`src/hw/rtl/prc_pkg.sv`:
```
// ----------------------------------------------------------------------------
// prc_pkg
// Types and constants shared by the Pareto rank and crowding block.
// ----------------------------------------------------------------------------
package prc_pkg;

  localparam int IX_W   = 6;   // point index width on the ports
  localparam int LV_W   = 7;   // front number width
  localparam int OBJ_W  = 32;  // objective width, Q16.16
  localparam int DIST_W = 16;  // crowding distance width, Q8.8
  localparam int Q_W    = 9;   // normalised gap quotient, 0..256

  localparam logic [DIST_W-1:0] HUNDRED  = 16'd25600;  // 100.0 in Q8.8
  localparam logic [DIST_W-1:0] DIST_MAX = 16'hFFFF;

  typedef struct packed {
    logic signed [OBJ_W-1:0] time_delta;
    logic signed [OBJ_W-1:0] memory_delta;
    logic                    last_point;
  } in_item_t;

  typedef struct packed {
    logic [IX_W-1:0]   point_index;
    logic [LV_W-1:0]   pareto_level;
    logic [DIST_W-1:0] crowd_distance;
    logic              dropped_points;
    logic              last_result;
  } out_item_t;

  typedef enum logic [3:0] {
    S_LOAD,
    S_RK_I_RD,
    S_RK_I_LAT,
    S_RK_J_RD,
    S_RK_J_EV,
    S_RK_ASSIGN,
    S_RK_END,
    S_CR_P_RD,
    S_CR_P_LAT,
    S_CR_J_RD,
    S_CR_J_EV,
    S_TDIV,
    S_TDIV_W,
    S_MDIV,
    S_MDIV_W,
    S_EMIT
  } state_t;

  // Controller to datapath commands
  typedef struct packed {
    logic            wr_en;       // store incoming point
    logic [IX_W-1:0] wr_addr;
    logic [IX_W-1:0] rd_addr;     // store read address (registered read)
    logic [IX_W-1:0] p_idx;       // point under evaluation
    logic            clr_run;     // clear front bookkeeping for a new run
    logic            latch_p;     // capture point p from read data
    logic            rank_eval;   // dominance check of j against p
    logic            assign_lvl;  // write front number of p
    logic [LV_W-1:0] level;
    logic            end_pass;    // fold this pass's front into the done set
    logic            crowd_eval;  // neighbour search step
    logic            div_start;
    logic            div_sel;     // 0: time gap, 1: memory gap
    logic            take_t;      // keep time contribution
    logic            emit;        // load output register
    logic            dropped;
    logic            last;
  } cmd_t;

  // Datapath to controller status
  typedef struct packed {
    logic done_p;    // point p already has a front
    logic blocked;   // p has a dominator still unranked
    logic div_busy;
    logic out_full;
  } sts_t;

endpackage

```
`src/hw/rtl/prc_ctrl.sv`:
```
// ----------------------------------------------------------------------------
// prc_ctrl
// Controller: load count, front peeling passes and per-point crowding steps.
// ----------------------------------------------------------------------------
module prc_ctrl #(
  parameter int POP_SIZE = 64
) (
  input  logic           clk,
  input  logic           rst_n,
  input  logic           in_valid,
  input  logic           in_last,
  output logic           in_ready,
  input  prc_pkg::sts_t  sts,
  output prc_pkg::cmd_t  cmd
);

  localparam int IDX_W = $clog2(POP_SIZE);
  localparam int CNT_W = $clog2(POP_SIZE + 1);

  prc_pkg::state_t state_r, state_nxt;
  logic [CNT_W-1:0]        count_r, count_nxt;
  logic [CNT_W-1:0]        left_r, left_nxt;
  logic                    ovf_r, ovf_nxt;
  logic [IDX_W-1:0]        i_r, i_nxt, j_r, j_nxt;
  logic [prc_pkg::LV_W-1:0] lvl_r, lvl_nxt;
  logic                    last_i, last_j, full;

  assign last_i = (CNT_W'(i_r) + CNT_W'(1)) == count_r;
  assign last_j = (CNT_W'(j_r) + CNT_W'(1)) == count_r;
  assign full   = count_r == CNT_W'(POP_SIZE);

  always_ff @(posedge clk) begin
    if (!rst_n) begin
      state_r <= prc_pkg::S_LOAD;
      count_r <= '0;
      ovf_r   <= 1'b0;
    end else begin
      state_r <= state_nxt;
      count_r <= count_nxt;
      ovf_r   <= ovf_nxt;
    end
  end

  always_ff @(posedge clk) begin
    left_r <= left_nxt;
    i_r    <= i_nxt;
    j_r    <= j_nxt;
    lvl_r  <= lvl_nxt;
  end

  // next state and commands
  always_comb begin
    state_nxt = state_r;
    count_nxt = count_r;
    left_nxt  = left_r;
    ovf_nxt   = ovf_r;
    i_nxt     = i_r;
    j_nxt     = j_r;
    lvl_nxt   = lvl_r;
    in_ready  = 1'b0;
    cmd         = '0;
    cmd.wr_addr = prc_pkg::IX_W'(count_r);
    cmd.rd_addr = prc_pkg::IX_W'(i_r);
    cmd.p_idx   = prc_pkg::IX_W'(i_r);
    cmd.level   = lvl_r;
    cmd.dropped = ovf_r;
    cmd.last    = last_i;
    unique case (state_r)
      prc_pkg::S_LOAD: begin
        in_ready = 1'b1;
        if (in_valid) begin
          if (!full) begin
            cmd.wr_en = 1'b1;
            count_nxt = count_r + CNT_W'(1);
          end else begin
            ovf_nxt = 1'b1;
          end
          if (in_last) begin
            cmd.clr_run = 1'b1;
            lvl_nxt     = prc_pkg::LV_W'(1);
            left_nxt    = count_nxt;
            i_nxt       = '0;
            state_nxt   = prc_pkg::S_RK_I_RD;
          end
        end
      end
      // front peeling: p joins this front if no unranked point beats it
      prc_pkg::S_RK_I_RD: begin
        if (sts.done_p) begin
          if (last_i) begin
            state_nxt = prc_pkg::S_RK_END;
          end else begin
            i_nxt = i_r + IDX_W'(1);
          end
        end else begin
          state_nxt = prc_pkg::S_RK_I_LAT;
        end
      end
      prc_pkg::S_RK_I_LAT: begin
        cmd.latch_p = 1'b1;
        j_nxt       = '0;
        state_nxt   = prc_pkg::S_RK_J_RD;
      end
      prc_pkg::S_RK_J_RD: begin
        cmd.rd_addr = prc_pkg::IX_W'(j_r);
        state_nxt   = prc_pkg::S_RK_J_EV;
      end
      prc_pkg::S_RK_J_EV: begin
        cmd.rd_addr   = prc_pkg::IX_W'(j_r);
        cmd.rank_eval = 1'b1;
        if (last_j) begin
          state_nxt = prc_pkg::S_RK_ASSIGN;
        end else begin
          j_nxt     = j_r + IDX_W'(1);
          state_nxt = prc_pkg::S_RK_J_RD;
        end
      end
      prc_pkg::S_RK_ASSIGN: begin
        if (!sts.blocked) begin
          cmd.assign_lvl = 1'b1;
          left_nxt       = left_r - CNT_W'(1);
        end
        if (last_i) begin
          state_nxt = prc_pkg::S_RK_END;
        end else begin
          i_nxt     = i_r + IDX_W'(1);
          state_nxt = prc_pkg::S_RK_I_RD;
        end
      end
      prc_pkg::S_RK_END: begin
        cmd.end_pass = 1'b1;
        lvl_nxt      = lvl_r + prc_pkg::LV_W'(1);
        i_nxt        = '0;
        state_nxt    = (left_r == '0) ? prc_pkg::S_CR_P_RD : prc_pkg::S_RK_I_RD;
      end
      // crowding: neighbours of p inside its front, in load order of p
      prc_pkg::S_CR_P_RD: begin
        state_nxt = prc_pkg::S_CR_P_LAT;
      end
      prc_pkg::S_CR_P_LAT: begin
        cmd.latch_p = 1'b1;
        j_nxt       = '0;
        state_nxt   = prc_pkg::S_CR_J_RD;
      end
      prc_pkg::S_CR_J_RD: begin
        cmd.rd_addr = prc_pkg::IX_W'(j_r);
        state_nxt   = prc_pkg::S_CR_J_EV;
      end
      prc_pkg::S_CR_J_EV: begin
        cmd.rd_addr    = prc_pkg::IX_W'(j_r);
        cmd.crowd_eval = 1'b1;
        if (last_j) begin
          state_nxt = prc_pkg::S_TDIV;
        end else begin
          j_nxt     = j_r + IDX_W'(1);
          state_nxt = prc_pkg::S_CR_J_RD;
        end
      end
      prc_pkg::S_TDIV: begin
        cmd.div_start = 1'b1;
        state_nxt     = prc_pkg::S_TDIV_W;
      end
      prc_pkg::S_TDIV_W: begin
        if (!sts.div_busy) begin
          cmd.take_t = 1'b1;
          state_nxt  = prc_pkg::S_MDIV;
        end
      end
      prc_pkg::S_MDIV: begin
        cmd.div_start = 1'b1;
        cmd.div_sel   = 1'b1;
        state_nxt     = prc_pkg::S_MDIV_W;
      end
      prc_pkg::S_MDIV_W: begin
        cmd.div_sel = 1'b1;
        if (!sts.div_busy) begin
          state_nxt = prc_pkg::S_EMIT;
        end
      end
      prc_pkg::S_EMIT: begin
        cmd.div_sel = 1'b1;
        if (!sts.out_full) begin
          cmd.emit = 1'b1;
          if (last_i) begin
            count_nxt = '0;
            ovf_nxt   = 1'b0;
            state_nxt = prc_pkg::S_LOAD;
          end else begin
            i_nxt     = i_r + IDX_W'(1);
            state_nxt = prc_pkg::S_CR_P_RD;
          end
        end
      end
    endcase
  end

endmodule

```
`config.mk`:
```
export PLATFORM = sky130hd
export DESIGN_NAME = prc_ctrl
export DESIGN_NICKNAME = d
export VERILOG_FILES = /design/src/hw/rtl/prc_pkg.sv /design/src/hw/rtl/prc_ctrl.sv
export SDC_FILE = /design/constraint.sdc
export NUM_CORES = 1
export LEC_CHECK = 0
export BUFFER_PORTS_ARGS = -buffer_cell sky130_fd_sc_hd__buf_2
export CORE_MARGIN = 2
export CORE_UTILIZATION = 61
export CTS_BUF_LIST = sky130_fd_sc_hd__clkbuf_16
export DETAILED_ROUTE_END_ITERATION = 10
export PLACE_DENSITY = 0.86
export SLEW_MARGIN = 5
export SYNTH_ARGS = -nofsm -noshare
export SYNTH_HDL_FRONTEND = slang
export SYNTH_SLANG_ARGS = --single-unit
```
`constraint.sdc`:
```
create_clock -name clk -period 4.8 [get_ports clk]
set_input_delay 0.48 -clock clk [delete_from_list [all_inputs] [get_ports clk]]
set_output_delay 0.48 -clock clk [all_outputs]
set_load 0.005 [all_outputs]
```
==> flow_summary.ini, run 1 <==
[timing]
setup_ws_ns = 1.82
period_share = 0.620
min_period_ns = 2.98
whs_ns = 0.564
max_freq_mhz = 336
worst_slew_pin_slew_ns = 0.960
setup_viol_count_final = 0
hold_viol_final = 0
slew_viol_final = 0
rsz0062_at_grt = false
max_slew_margin = 0.353
setup_tns_ns = 0
fin_worst_skew_ns = 0.00402

[power_and_ir_drop]
peakVddDrop_v = 0.000210
cellLeakagePower_nw = 1.28
p_per_area_nw_per_um2 = 311

[worst_setup_path]
timing.rr.start = j_r[0]
rrSetupSlack_ns = 2.08
timing.rr.end = j_r[5]
end_kind = primary output
path_class = reg -> out
cp-start-kind = register
crit_required_ns = 4.32
worst_ep_arrival_time_ns = 2.50
worstRegToRegCells = 6
path_max_fanout = 20

[hold_path]
holdCritStartpoint = rst_n
min_delay_path_depth = 3
hp-class = in -> reg
min_to = count_r[5]

[global_routing]
grt_max_degree = 21
grt_pass1_vias = 2210
grt_pass1_wl_um = 11300
overflow = 0
groute.usage.overall = 0.286
antenna_found_initial = 0

[routing]
wl_per_cell_um = 17.8
vias = 2454
ant_nets = 0
first_pass_iters = 5
drtIter0Drc = 289
drc = 0
drt-total-wl_um = 7090
avgViaCountPerCell = 6.15

[clocking]
cts_root_buffer = clkbuf_16
cts_setup_buffers = 0
cts_tree = built
cts_made_buffers = 5
htreeDepth = 2
cts_hold_buf = 0
clock_latency_ns = 0.28
clk_pin_slew_worst_paths_ns = 0.06
cts-resized-gates = 0
cts.sinks = 38
clockBufferDepth = 2

[final_layout]
drive_gt1_frac = 0.199
instances_no_fill = 399
final_area_um2 = 3150
areaGrowthSynthToFinish_pct = 12.5
diodes = 0
layout.nets = 360

[yosys]
synth_flop_cell = edfxtp_1
synth_edf_count = 26
synthTopCellsByArea = edfxtp_1, dfxtp_1, xnor2_1, nor2_1, nand2_1
ys_types = 53
yosys.area.top_type = edfxtp_1
async_flop_share = 0
synth_fp_nets = 332
synth_top_area_share = 0.279
netlist_area_um2 = 2800
yosys_warnings = 0
seq_area_frac_synth = 0.365
syn_avg_cell_area_um2 = 8.81
synth_seq_cells = 38
synth_cells = 318

[place]
gp_congestion = 0.978
pre_cts_ws_ns = 2.12
dp_cells = 391
port-buffer-count = 46
place_hpwl_um = 5170
place_area_um2 = 2960

[die]
boundaryPins = 47
start_util = 0.639
rows = 24
die_area_um2 = 5150
core-area_um2 = 4380
die_w_um = 71.8
die_h_um = 71.8

[outcome]
status = complete, no violations

[run]
cap_violations = 0
-- state kept, by name (all words and copies together), names as in the netlist --
name / cells
i_r: 6
ovf_r: 1
lvl_r: 7
left_r: 7
state_r: 4
count_r: 7
j_r: 6
-- power by group --
group | internal [mW] | switching (mW)
Clock | 0.298 | 0.131
Combinational | 0.0642 | 0.0837
Sequential | 0.369 | 0.0342
Total | 0.731 | 0.249
-- final cells by class --
cell class / count / area [um^2]
clock buffer: 5 / 125
tap: 52 / 65.1
timing repair buffer: 46 / 230
multi-input combinational: 243 / 1600
inverter: 12 / 45.0
clock inverter: 3 / 68.8
fill: 333 / 1230
sequential: 38 / 1020
-- critical path, stage by stage (launching register included) --
cell and delay [ns]:
dfxtp_1 0.74, nor2_1 0.23, and2_1 0.26, nor2_1 0.44, mux2_2 0.41, buf_2 0.13
-- worst max-delay path by stage --
stage,from,endpoint,slack [ns],depth (start not counted)
2_1_floorplan,i_r[0],cmd[0],2.56,6
3_3_place_gp,j_r[0],j_r[5],2.10,6
3_5_place_dp,j_r[0],j_r[4],2.12,6
4_1_cts,state_r[3],cmd[25],1.86,5
5_1_grt,state_r[3],cmd[26],1.67,5
6_report,state_r[3],cmd[25],1.82,5
-- synth_stat cells (9+ instances only) --
cell      count
a21oi_1      16
buf_4        11
clkbuf_1      9
dfxtp_1      12
edfxtp_1     26
inv_1        12
nand2_1      34
nand3_1      14
nor2_1       43
o21ai_0      11
xnor2_1      26
xor2_1       13
-- layout by cell type, fill, tap and decap left out, types with 4 or more instances in the layout --
cell type / Yosys / final
a31oi_1: 5 / 5
nand4_1: 4 / 4
a21oi_1: 16 / 16
buf_2: 3 / 46
and2_1: 4 / 4
nor2_1: 43 / 43
mux2_2: 6 / 6
mux2i_1: 4 / 4
ha_1: 6 / 6
and3_1: 5 / 5
o21ai_0: 11 / 11
clkbuf_16: 0 / 5
inv_1: 12 / 12
dfxtp_1: 12 / 12
xnor2_1: 26 / 26
nor3_1: 4 / 4
nor4_1: 4 / 4
nand3_1: 14 / 14
nand2_1: 34 / 34
xor2_1: 13 / 13
edfxtp_1: 26 / 26
-- layer usage --
layer | share of wire | global-route usage
met2 | 0.47 | 0.455
met1 | 0.43 | 0.393
met4 | 0.022 | 0.0985
met5 | 0 | 0
met3 | 0.076 | 0.0563
-- cell families after synthesis --
logic type                 synth area share
adders and majority gates            0.0268
AOI/OAI and AO/OA                     0.143
and+or+nand+nor                       0.226
DFF                                   0.365
buffers and inverters                0.0657
xor gates and xnor gates              0.136
muxes                                0.0384
-- stage by stage --
| step | utilization | total power [mW] |
|---|---|---|
| 2_1_floorplan | - | 0.506 |
| 3_3_place_gp | 0.674 | 0.548 |
| 3_5_place_dp | 0.674 | 0.553 |
| 4_1_cts | 0.719 | 0.981 |
| 5_1_grt | 0.719 | 1.01 |
| 6_report | 0.719 | 0.980 |
(Power assumes the default switching activity.)
==> inputs of run 2 (changes only) <==
--- a/config.mk
+++ b/config.mk
@@ -7,10 +7,10 @@
 export LEC_CHECK = 0
 export BUFFER_PORTS_ARGS = -buffer_cell sky130_fd_sc_hd__buf_2
 export CORE_MARGIN = 2
-export CORE_UTILIZATION = 61
+export CORE_UTILIZATION = 57
 export CTS_BUF_LIST = sky130_fd_sc_hd__clkbuf_16
 export DETAILED_ROUTE_END_ITERATION = 10
-export PLACE_DENSITY = 0.86
+export PLACE_DENSITY = 0.81
 export SLEW_MARGIN = 5
 export SYNTH_ARGS = -nofsm -noshare
 export SYNTH_HDL_FRONTEND = slang
==> constraint.sdc (replaced) <==
create_clock -name clk -period 2.9 [get_ports clk]
set_input_delay 0.29 -clock clk [delete_from_list [all_inputs] [get_ports clk]]
set_output_delay 0.29 -clock clk [all_outputs]
set_load 0.005 [all_outputs]
==> run 2 against run 1 <==
Net effect:
- sequential cell count unchanged
- critical path depth unchanged
- worst setup slack got worse by 1.5 ns
- critical path type unchanged
- final area increased by 0.24%
- clock-buffer cell count unchanged
- die area increased by 6.6%
- via count decreased by 1.6%
- final cell count increased by 5.3%
- non-clock buffer count increased by 6
==> flow_summary.ini, run 2 (same netlist as run 1, synthesis figures left out) <==
[global_routing]
antenna_found_initial = 0
grt_pass1_wl_um = 10800
grt_max_degree = 20
grt_pass1_vias = 2187
groute.usage.overall = 0.262
overflow = 0

[place]
gp_congestion = 0.916
place_hpwl_um = 4930
place_area_um2 = 3020
port-buffer-count = 46

[clocking]
cts_made_buffers = 5
clk_pin_slew_worst_paths_ns = 0.05
htreeDepth = 2
cts.sinks = 38
cts_root_buffer = clkbuf_16
cts_tree = built
clockBufferDepth = 2
cts-resized-gates = 0
cts_hold_buf = 0
clock_latency_ns = 0.27
cts_setup_buffers = 0

[worst_setup_path]
slowest_delay_ns = 0.69
cp_slowest_cell = dfxtp_1
cp-start-kind = register
worst_ep_arrival_time_ns = 2.31
end_kind = primary output
path_max_fanout = 18
path_class = reg -> out
crit_chain = nor2b_1 > and2_1 > nor2_1 > mux2_2 > buf_2
crit_required_ns = 2.61

[power_and_ir_drop]
p_per_area_nw_per_um2 = 447
cellLeakagePower_nw = 1.29
peakVddDrop_v = 0.000286

[timing]
hold_viol_final = 0
fin_worst_skew_ns = 0.00214
max_slew_margin = 0.531
rsz0062_at_grt = false
period_share = 0.897
whs_ns = 0.370
min_period_ns = 2.60
setup_viol_count_final = 0
worst_slew_pin_slew_ns = 0.699
max_freq_mhz = 385
slew_viol_final = 0
setup_tns_ns = 0

[final_layout]
drive_gt1_frac = 0.207
final_cell_mix = buf_2, nor2_1, nand2_1
multi_input_area_um2 = 1600
final_area_um2 = 3160
fill_cells = 384
largestRegisters = count_r: 7 flops, left_r: 7 flops, lvl_r: 7 flops
areaGrowthSynthToFinish_pct = 12.8
final_common_cell = buf_2
layout.nets = 366
seq_area_um2 = 1020
diodes = 0

[die]
die_area_um2 = 5490
core-area_um2 = 4720
die_h_um = 74.1
boundaryPins = 47
rows = 25
die_w_um = 74.1
start_util = 0.593

[routing]
wl_per_cell_um = 15.5
first_pass_iters = 5
avgViaCountPerCell = 5.75
drc = 0
ant_nets = 0
drtIter0Drc = 219
vias = 2415
drt-total-wl_um = 6500

[run]
cap_violations = 0

[hold_path]
hp-class = in -> reg

[outcome]
status = complete, no violations
run 2: layout make-up:
cell class,count,area share
Inverter,12,0.0143
Multi-Input combinational cell,243,0.505
Sequential cell,38,0.323
Clock inverter,3,0.00396
Clock buffer,5,0.0396
Timing Repair Buffer,52,0.0872
Tap cell,67,0.0265
run 2: per-layer routing:
| layer | wire, um | GRT usage |
|---|---|---|
| met4 | 134 | 0.0949 |
| met1 | 2820 | 0.368 |
| met5 | 0 | 0 |
| met3 | 441 | 0.0461 |
| met2 | 3110 | 0.408 |
run 2: worst max-delay path: cells and delay by family (launching register included):
family / cells / cell delay, ns
simple gates: 3 / 0.81
flops: 1 / 0.69
mux: 1 / 0.41
buf+inv: 1 / 0.13
run 2: per-stage QoR:
stage	power (mW)	worst slack, ns	utilization	std cells
2_1_floorplan	0.838	0.711	-	318
3_3_place_gp	0.906	0.551	0.639	412
3_5_place_dp	0.912	0.473	0.639	412
4_1_cts	1.41	0.332	0.669	420
5_1_grt	1.47	0.139	0.669	420
6_report	1.41	0.300	0.669	420
run 2: final timing paths:
kind	start	slack, ns	end	depth (start not counted)
worst max-delay path	state_r[1]	0.30	cmd[25]	5
worst min-delay path	rst_n	0.37	count_r[0]	3
worst min register to register	ovf_r	0.56	ovf_r	2
worst max register to register	state_r[1]	0.44	i_r[5]	5
run 2: power by group:
part,total [mW],switching [mW],leakage (nW),internal [mW]
clock,0.504,0.194,0.0724,0.310
sequential,0.661,0.0513,0.342,0.610
combinational,0.245,0.136,0.871,0.109
total,1.41,0.381,1.29,1.03
